===== src/hw/rtl/rgb_to_ihls_pixel_macros.svh =====
// Assertion macros shared by the RGB to IHLS pixel converter.
`ifndef RGB_TO_IHLS_PIXEL_MACROS_SVH
`define RGB_TO_IHLS_PIXEL_MACROS_SVH

// Same-cycle implication, checked outside reset.
`define IHLS_ASSERT_NOW(label, clk, rst, ante, cons) \
   label: assert property (@(posedge clk) disable iff (rst) (ante) |-> (cons)) \
      else $error("ihls check failed");

// Next-cycle implication, checked outside reset.
`define IHLS_ASSERT_NEXT(label, clk, rst, ante, cons) \
   label: assert property (@(posedge clk) disable iff (rst) (ante) |=> (cons)) \
      else $error("ihls check failed");

`endif


===== src/hw/rtl/ihls_pkg.sv =====
// Types, constants and angle table for the RGB to IHLS pixel converter.
package ihls_pkg;

   localparam int TABLE_LEN          = 24;
   localparam int ANGLE_STAGES_DEF   = 16;
   localparam int CORDIC_W           = 26;
   localparam int PROD_W             = 24;

   localparam logic [15:0] W_RED     = 16'd13933;
   localparam logic [15:0] W_GREEN   = 16'd46871;
   localparam logic [15:0] W_BLUE    = 16'd4732;
   localparam logic [15:0] SQRT3_Q14 = 16'd28378;

   localparam logic signed [CORDIC_W-1:0] DEG90_Q16  = 26'sd5898240;
   localparam logic signed [CORDIC_W-1:0] DEG180_Q16 = 26'sd11796480;
   localparam logic signed [CORDIC_W-1:0] DEG360_Q16 = 26'sd23592960;

   localparam logic [7:0] HUE_ZERO = 8'd0;
   localparam logic [7:0] HUE_NINETY = 8'd90;

   // atan(2^-i) in degrees, Q16
   localparam logic signed [CORDIC_W-1:0] ATAN_DEG_Q16 [TABLE_LEN] = '{
      26'sd2949120, 26'sd1740967, 26'sd919879, 26'sd466945, 26'sd234379, 26'sd117304,
      26'sd58666, 26'sd29335, 26'sd14668, 26'sd7334, 26'sd3667, 26'sd1833,
      26'sd917, 26'sd458, 26'sd229, 26'sd115, 26'sd57, 26'sd29,
      26'sd14, 26'sd7, 26'sd4, 26'sd2, 26'sd1, 26'sd0
   };

   typedef struct packed {
      logic [7:0] red;
      logic [7:0] green;
      logic [7:0] blue;
   } req_type;

   typedef struct packed {
      logic [7:0] hue_half_deg;
      logic [7:0] luma;
      logic [7:0] chroma_span;
   } rsp_type;

   typedef struct packed {
      logic signed [CORDIC_W-1:0] x;
      logic signed [CORDIC_W-1:0] y;
      logic signed [CORDIC_W-1:0] z;
   } vec_type;

   // Data that rides along the rotation chain unchanged
   typedef struct packed {
      logic              flat;      // green equals blue, angle known exactly
      logic              flat_neg;  // 2R < G+B in the flat case
      logic              b_gt_g;
      logic [7:0]        span;
      logic [PROD_W-1:0] prod_r;
      logic [PROD_W-1:0] prod_g;
      logic [PROD_W-1:0] prod_b;
   } side_type;

endpackage


===== src/hw/rtl/rgb_to_ihls_pixel.sv =====
// RGB to IHLS pixel converter, top level.
// Pipeline: setup stage, one cell per rotation, output stage.
// Throughput: one pixel per cycle; busy is never raised and results cannot be held off.
// The rate is set by the rotation chain, which advances every cycle.
// Reset (synchronous) clears the pipeline valid bits; pixels in flight are dropped.
module rgb_to_ihls_pixel import ihls_pkg::*; #(
   parameter int ANGLE_STAGES = ANGLE_STAGES_DEF
) (
   input  logic    clock,
   input  logic    reset,
   input  logic    start,
   output logic    busy,
   input  req_type req_pixel,
   output logic    rsp_strobe,
   output rsp_type rsp_pixel
);

`include "rgb_to_ihls_pixel_macros.svh"

   localparam int LATENCY = ANGLE_STAGES + 2;

   logic     chain_valid [ANGLE_STAGES+1];
   vec_type  chain_vec   [ANGLE_STAGES+1];
   side_type chain_side  [ANGLE_STAGES+1];
   logic     accept;

   assign busy   = 1'b0;
   assign accept = start && !busy;

   ihls_prep u_prep (
      .clock     (clock),
      .reset     (reset),
      .in_valid  (accept),
      .in_pixel  (req_pixel),
      .out_valid (chain_valid[0]),
      .out_vec   (chain_vec[0]),
      .out_side  (chain_side[0])
   );

   for (genvar i = 0; i < ANGLE_STAGES; i++) begin : g_cell
      ihls_cell #(.STAGE(i)) u_cell (
         .clock     (clock),
         .reset     (reset),
         .in_valid  (chain_valid[i]),
         .in_vec    (chain_vec[i]),
         .in_side   (chain_side[i]),
         .out_valid (chain_valid[i+1]),
         .out_vec   (chain_vec[i+1]),
         .out_side  (chain_side[i+1])
      );
   end

   ihls_finish #(.ANGLE_STAGES(ANGLE_STAGES)) u_finish (
      .clock     (clock),
      .reset     (reset),
      .in_valid  (chain_valid[ANGLE_STAGES]),
      .in_vec    (chain_vec[ANGLE_STAGES]),
      .in_side   (chain_side[ANGLE_STAGES]),
      .out_valid (rsp_strobe),
      .out_pixel (rsp_pixel)
   );

   // every result traces back to an earlier transfer that passed through the whole pipeline
   `IHLS_ASSERT_NOW(a_strobe_origin, clock, reset, rsp_strobe, $past(start, LATENCY))
   `IHLS_ASSERT_NOW(a_hue_range, clock, reset, rsp_strobe, rsp_pixel.hue_half_deg <= 8'd180)
   // zero span means a gray pixel, whose hue is forced to zero
   `IHLS_ASSERT_NOW(a_gray_hue, clock, reset,
      rsp_strobe && (rsp_pixel.chroma_span == 8'd0), rsp_pixel.hue_half_deg == HUE_ZERO)
   `IHLS_ASSERT_NEXT(a_never_busy, clock, reset, 1'b1, !busy)

endmodule


===== src/hw/rtl/ihls_prep.sv =====
// Input stage: chroma vector setup, quadrant turn, luma products and channel span.
module ihls_prep import ihls_pkg::*; (
   input  logic     clock,
   input  logic     reset,
   input  logic     in_valid,
   input  req_type  in_pixel,
   output logic     out_valid,
   output vec_type  out_vec,
   output side_type out_side
);

   logic                       valid_ff;
   vec_type                    vec_ff, vec_in;
   side_type                   side_ff, side_in;
   logic signed [9:0]          xc;
   logic [7:0]                 diff;
   logic signed [CORDIC_W-1:0] x0;
   logic signed [CORDIC_W-1:0] y0;
   logic [7:0]                 mx, mn;

   always_comb begin
      xc   = $signed({1'b0, in_pixel.red, 1'b0}) - $signed({2'b00, in_pixel.green})
             - $signed({2'b00, in_pixel.blue});
      diff = (in_pixel.green > in_pixel.blue) ? in_pixel.green - in_pixel.blue
                                              : in_pixel.blue - in_pixel.green;
      x0   = {{2{xc[9]}}, xc, 14'b0};
      y0   = $signed(CORDIC_W'(diff) * CORDIC_W'(SQRT3_Q14));

      // negative x: turn by -90 degrees so the chain sees the right half plane
      if (xc[9]) begin
         vec_in.x = y0;
         vec_in.y = -x0;
         vec_in.z = DEG90_Q16;
      end else begin
         vec_in.x = x0;
         vec_in.y = y0;
         vec_in.z = '0;
      end

      mx = in_pixel.red;
      if (in_pixel.green > mx) mx = in_pixel.green;
      if (in_pixel.blue > mx) mx = in_pixel.blue;
      mn = in_pixel.red;
      if (in_pixel.green < mn) mn = in_pixel.green;
      if (in_pixel.blue < mn) mn = in_pixel.blue;

      side_in.flat     = (in_pixel.green == in_pixel.blue);
      side_in.flat_neg = xc[9];
      side_in.b_gt_g   = (in_pixel.blue > in_pixel.green);
      side_in.span     = mx - mn;
      side_in.prod_r   = PROD_W'(in_pixel.red) * PROD_W'(W_RED);
      side_in.prod_g   = PROD_W'(in_pixel.green) * PROD_W'(W_GREEN);
      side_in.prod_b   = PROD_W'(in_pixel.blue) * PROD_W'(W_BLUE);
   end

   always_ff @(posedge clock) begin
      if (reset) begin
         valid_ff <= 1'b0;
      end else begin
         valid_ff <= in_valid;
      end
   end

   always_ff @(posedge clock) begin
      vec_ff  <= vec_in;
      side_ff <= side_in;
   end

   assign out_valid = valid_ff;
   assign out_vec   = vec_ff;
   assign out_side  = side_ff;

endmodule


===== src/hw/rtl/ihls_cell.sv =====
// One vectoring rotation cell of the angle chain.
module ihls_cell import ihls_pkg::*; #(
   parameter int STAGE = 0
) (
   input  logic     clock,
   input  logic     reset,
   input  logic     in_valid,
   input  vec_type  in_vec,
   input  side_type in_side,
   output logic     out_valid,
   output vec_type  out_vec,
   output side_type out_side
);

   logic                       valid_ff;
   vec_type                    vec_ff, vec_in;
   side_type                   side_ff;
   logic signed [CORDIC_W-1:0] dx, dy;

   always_comb begin
      // arithmetic shift floors, as required
      dx = in_vec.y >>> STAGE;
      dy = in_vec.x >>> STAGE;
      if (!in_vec.y[CORDIC_W-1]) begin
         vec_in.x = in_vec.x + dx;
         vec_in.y = in_vec.y - dy;
         vec_in.z = in_vec.z + ATAN_DEG_Q16[STAGE];
      end else begin
         vec_in.x = in_vec.x - dx;
         vec_in.y = in_vec.y + dy;
         vec_in.z = in_vec.z - ATAN_DEG_Q16[STAGE];
      end
   end

   always_ff @(posedge clock) begin
      if (reset) begin
         valid_ff <= 1'b0;
      end else begin
         valid_ff <= in_valid;
      end
   end

   always_ff @(posedge clock) begin
      vec_ff  <= vec_in;
      side_ff <= in_side;
   end

   assign out_valid = valid_ff;
   assign out_vec   = vec_ff;
   assign out_side  = side_ff;

endmodule


===== src/hw/rtl/ihls_finish.sv =====
// Output stage: angle bias and clamp, hue fold, luma sum.
module ihls_finish import ihls_pkg::*; #(
   parameter int ANGLE_STAGES = ANGLE_STAGES_DEF
) (
   input  logic     clock,
   input  logic     reset,
   input  logic     in_valid,
   input  vec_type  in_vec,
   input  side_type in_side,
   output logic     out_valid,
   output rsp_type  out_pixel
);

   localparam logic signed [CORDIC_W-1:0] BIAS = ATAN_DEG_Q16[ANGLE_STAGES-1] + 26'sd4;

   logic                       valid_ff;
   rsp_type                    pixel_ff, pixel_in;
   logic signed [CORDIC_W-1:0] z_b, z_c, hue_q;
   logic [PROD_W-1:0]          lum_sum;

   always_comb begin
      z_b = in_vec.z + BIAS;
      priority if (z_b[CORDIC_W-1]) begin
         z_c = '0;
      end else if (z_b > DEG180_Q16) begin
         z_c = DEG180_Q16;
      end else begin
         z_c = z_b;
      end
      hue_q = in_side.b_gt_g ? (DEG360_Q16 - z_c) : z_c;

      if (in_side.flat) begin
         pixel_in.hue_half_deg = in_side.flat_neg ? HUE_NINETY : HUE_ZERO;
      end else begin
         pixel_in.hue_half_deg = hue_q[24:17];
      end

      lum_sum              = in_side.prod_r + in_side.prod_g + in_side.prod_b;
      pixel_in.luma        = lum_sum[PROD_W-1:PROD_W-8];
      pixel_in.chroma_span = in_side.span;
   end

   always_ff @(posedge clock) begin
      if (reset) begin
         valid_ff <= 1'b0;
      end else begin
         valid_ff <= in_valid;
      end
   end

   always_ff @(posedge clock) begin
      pixel_ff <= pixel_in;
   end

   assign out_valid = valid_ff;
   assign out_pixel = pixel_ff;

endmodule


===== config.mk =====
export PLATFORM = sky130hd
export DESIGN_NAME = rgb_to_ihls_pixel
export DESIGN_NICKNAME = d
export VERILOG_FILES = /design/src/hw/rtl/ihls_pkg.sv /design/src/hw/rtl/rgb_to_ihls_pixel.sv /design/src/hw/rtl/ihls_prep.sv /design/src/hw/rtl/ihls_cell.sv /design/src/hw/rtl/ihls_finish.sv
export VERILOG_INCLUDE_DIRS = /design/src /design/src/hw/rtl
export SDC_FILE = /design/constraint.sdc
export NUM_CORES = 2
export LEC_CHECK = 0
export BUFFER_PORTS_ARGS = -buffer_cell sky130_fd_sc_hd__buf_2
export CORE_UTILIZATION = 55
export CTS_BUF_LIST = sky130_fd_sc_hd__clkbuf_16
export DETAILED_ROUTE_END_ITERATION = 10
export PLACE_DENSITY_LB_ADDON = 0.12
export SYNTH_ARGS = -nofsm -noshare
export SYNTH_HDL_FRONTEND = slang
export SYNTH_SLANG_ARGS = --single-unit
export TNS_END_PERCENT = 100

===== constraint.sdc =====
create_clock -name clock -period 8.67 [get_ports clock]
set_input_delay 1.734 -clock clock [delete_from_list [all_inputs] [get_ports clock]]
set_output_delay 1.734 -clock clock [all_outputs]
set_load 0.1 [all_outputs]

==> results <==
- The post-detailed-route via-to-cell ratio is 5.57.
- The area of placed instances is around 0.12 sq mm.
- Counting the fill cells in the layout gives 17958.
- The region available for standard cell placement spans approximately 0.22 sq mm.
- The library cell with the largest summed area after synthesis is dfxtp_1.
- Measured along the y axis, the die boundary spans around 470 um.
- Before antenna repair, the detailed router went through 8 iterations.
- After synthesis the netlist holds a flip-flop and latch count of ~2500.
- Setup repair after global routing left no endpoint under its margin.
- The type of element capturing the critical path is a flip-flop.
- The first global-routing pass estimated between 400000 and 500000 um of wire.
- In this run the critical register-to-register path is captured at g_cell[1].u_cell.out_vec[77].
- After global routing the overflow that remains totals 0.
- The data required time at the worst endpoint is around 9.4 ns.
- The clock slew seen by the registers of the worst setup and hold paths is 0.07 ns.
- The highest fanout seen on the critical path is 3.
- The origin of the critical flop-to-flop path is g_cell[0].u_cell.out_vec[53].
- The area enclosed by the die boundary is 0.219 sq mm.
- The hold violation count in the final report came to 0.
- The total instance count after detailed placement is between 15000 and 20000.
- In this run the count of I/O pins placed on the die edge is 53.
- By count the netlist is led by dfxtp_1, ha_1, a21oi_1.
- Counting the buffers created by CTS gives 234.
- The clock tree from TritonCTS is built.
- For this configuration, the core starts out at a cell density of between 50% and 60%.
- By area the synthesized netlist is led by dfxtp_1, ha_1, xnor2_1.
- The run finished with clean final reports.
- Among all stages on the critical path, the largest delay is contributed by or4_4.
- Of the synthesized area, sequential elements account for between 40 and 50%.
- The routed wire length is 296000 um.
- The number of global-route vias before repair is 86502.
- The net count of the finished layout is 14121.
- Summing every instance area after synthesis gives around 0.12 sq mm.
- Relative to the synthesized area, the layout overhead comes to 10.4%.
- The critical path class is primary input to flip-flop.
- During placement, the flow inserted port buffers numbering 51.
- The final antenna-violating net count is 0.
- For the pin with the worst max-slew slack, the measured transition is between 1 and 1.5 ns.
- Derived from the worst setup path, the maximum achievable clock frequency is around 0.12 GHz.
- The number of standard cells in the layout, taps in and fillers out is 15570.
- The number of warnings printed during yosys synthesis is 0.
- The fraction of layout cells with a size suffix above 1 is ~5.5%.
- The worst register-to-register path has a setup slack of roughly 3.6 ns.
- The max-capacitance violation count is 0.
- The congestion estimate from routability-driven global placement came to 0.947.
- Global routing used 26.7% of the available tracks across all layers.
- For this block, the via count after detailed routing is between 80000 and 90000.
- The finished cells cover around 0.13 sq mm.
- The launching element of the worst setup path is req_pixel[7].
- The floorplan row count is between 150 and 200.
- The fraction of synthesis flops using an asynchronous set or reset pin is 0%.
- Counting both buffers and inverters, the worst setup path holds a total of 4.
- The maximum number of pins on one net before global-route repair is a little under 70.
- The share of synthesized area in the top cell type comes to slightly above 40%.
- Once layout is complete, the utilization of the core stands at between 60% and 70%.
- Setup violations remaining at the end of the flow were counted as 0.
- Measured against its own limit, the worst slew margin works out to 11.1%.
- The kind of cell adding the most delay to the critical path is adder cells.
- Data on the critical path arrives at its endpoint at a little under 9 ns.
- The type of element launching the critical path is a primary input.
- The synthesized design contains 0 enable-type register cells.
- In the final routed layout, each cell accounts on average for 19.0 um.
- In this run the number of cells on the critical path is 26.
- The number of hold-repair buffers added at the cts stage is 0.
- The portion of the clock cycle consumed by the worst path in the final layout is between 90% and 100%.
- The worst path needs between 8 and 9 ns of the cycle, external delays included.
- By instance count, the leading cell after synthesis is dfxtp_1.
- The most used flip-flop cell after synthesis is dfxtp_1.
- The class of the tightest hold or removal check is flip-flop to flip-flop.
- The placement-stage worst setup slack is -0.272 ns.
- The count of final max-slew check failures is 0.
- No sink is reached through more buffers than the 3 on the longest clock path.
- The number of gates resized after CTS was 0.
- After detailed routing, the number of remaining DRC violations is 0.
- In this run the horizontal extent of the chip is around 470 um.
- The number of H-tree branching levels is 4.
- Between clock sinks in the finished design, the worst skew comes to around 0.13 ns.
- The detailed router's first-iteration violation count is just over 5000.
- The count of unique library cells instantiated by Yosys is 100.
- The cell sitting at the root of the clock tree is a clkbuf_16.
- On the worst path, the slowest cell contributes a delay of around 0.58 ns.
- The number of buffers inserted to repair setup after CTS is 0.
- After layout, the worst setup slack is 0.604 ns.
- The post-synthesis area per instance is 9.76 sq um.
- The number of cells on the worst reg-to-reg path is 15.
- The initial antenna violation count was 7.
- In this run the worst setup path terminates at u_prep.out_vec[73].
- The number of clock sinks is about 2500.
- Synthesis produced a netlist whose cell count is about 12000.
- Summed over all nets, the half-perimeter wirelength after detailed placement is around 230000 um.
- The clock latency on the worst-skew pair is around 0.92 ns.
final cells by class:
class,count,area [sq um],area share (%)
inverters,739,2770,2.10
diodes,4,10.0,0.00759
multi-input cells,8906,67000,50.8
well taps,2838,3550,2.69
clock buffers,234,5860,4.44
repair buffers,179,1220,0.923
flip-flops and latches,2457,49200,37.3
clock inverters,213,2250,1.71
worst reg2reg max path: stages, from the launching register on:
cell and delay, ns:
dfxtp_1 0.38, inv_1 0.17, ha_1 0.20, nor2b_1 0.44, nor4b_1 1.05, a21oi_1 0.20
xnor2_1 0.18, ha_1 0.37, and3_1 0.18, a32o_1 0.24, o211ai_1 0.11, a31oi_1 0.44
nand4_1 0.16, nand3b_1 0.13, a21oi_1 0.09, xnor2_1 0.48
state kept, by name, summed over array words and instances, names as in the netlist:
name and cells:
u_prep.out_side 75, u_prep.out_vec 48, g_cell.u_cell.out_vec 1076, u_finish.out_valid 1, g_cell.u_cell.out_valid 16, u_prep.out_valid 1, u_finish.out_pixel 24, g_cell.u_cell.out_side 1216
layer usage:
layer | track usage [%] | vias up | wire length, um
met1 | 33.5 | 41072 | 130000
met3 | 3.25 | 535 | 12100
li1 | - | 43279 | -
met4 | 8.92 | 4 | 9720
met5 | 0 | - | 27
met2 | 47.1 | 1783 | 144000
logic make-up (layout without fill, tap and decap cells):
kind of cell               after synthesis  after routing  share of synthesized area (%)
AOI/OAI and AO/OA                     3000           3000                           15.9
and+or+nand+nor                       2809           2809                           11.2
buffers and inverters                  873           1365                           2.76
adders and majority gates             1578           1578                           17.7
DFF                                   2457           2457                           41.2
other                                    1              7                        0.00314
xor gates and xnor gates              1435           1435                           10.5
muxes                                   81             81                          0.725
stage by stage:
step,hold slack (ns),TNS (ns)
6_report,0.282,0
5_1_grt,0.287,0
4_1_cts,0.283,0
3_5_place_dp,0.312,-0.956
3_3_place_gp,0.310,-1.87
2_1_floorplan,0.310,0
cell usage in the layout (no fill, tap or decap), drive strengths merged, types with 179 or more instances in the layout:
| master | Yosys | final |
|---|---|---|
| xor2 | 465 | 465 |
| nor2b | 188 | 188 |
| clkbuf | 96 | 234 |
| nor2 | 1039 | 1039 |
| o21ai | 519 | 519 |
| nor3 | 270 | 270 |
| nand2 | 504 | 504 |
| a21oi | 1079 | 1079 |
| fa | 184 | 184 |
| dfxtp | 2457 | 2457 |
| inv | 736 | 783 |
| buf | 38 | 179 |
| o21a | 183 | 183 |
| ha | 1393 | 1393 |
| xnor2 | 970 | 970 |
| a21o | 420 | 420 |
worst min-delay path by stage:
stage | start | end | slack (ns) | depth (start not counted)
after floorplan | u_prep.out_side[10] | g_cell[0].u_cell.out_side[10] | 0.31 | 0
after global placement | g_cell[9].u_cell.out_side[53] | g_cell[10].u_cell.out_side[53] | 0.31 | 0
after detailed placement | g_cell[13].u_cell.out_side[72] | g_cell[14].u_cell.out_side[72] | 0.31 | 0
after CTS | g_cell[11].u_cell.out_side[37] | g_cell[12].u_cell.out_side[37] | 0.28 | 0
after global routing | u_prep.out_side[63] | g_cell[0].u_cell.out_side[63] | 0.29 | 0
final | g_cell[0].u_cell.out_side[24] | g_cell[1].u_cell.out_side[24] | 0.28 | 0
Power is left out: the tool's default activity adds up to more than one toggle a clock period on the data nets, which glitch-free logic cannot reach.
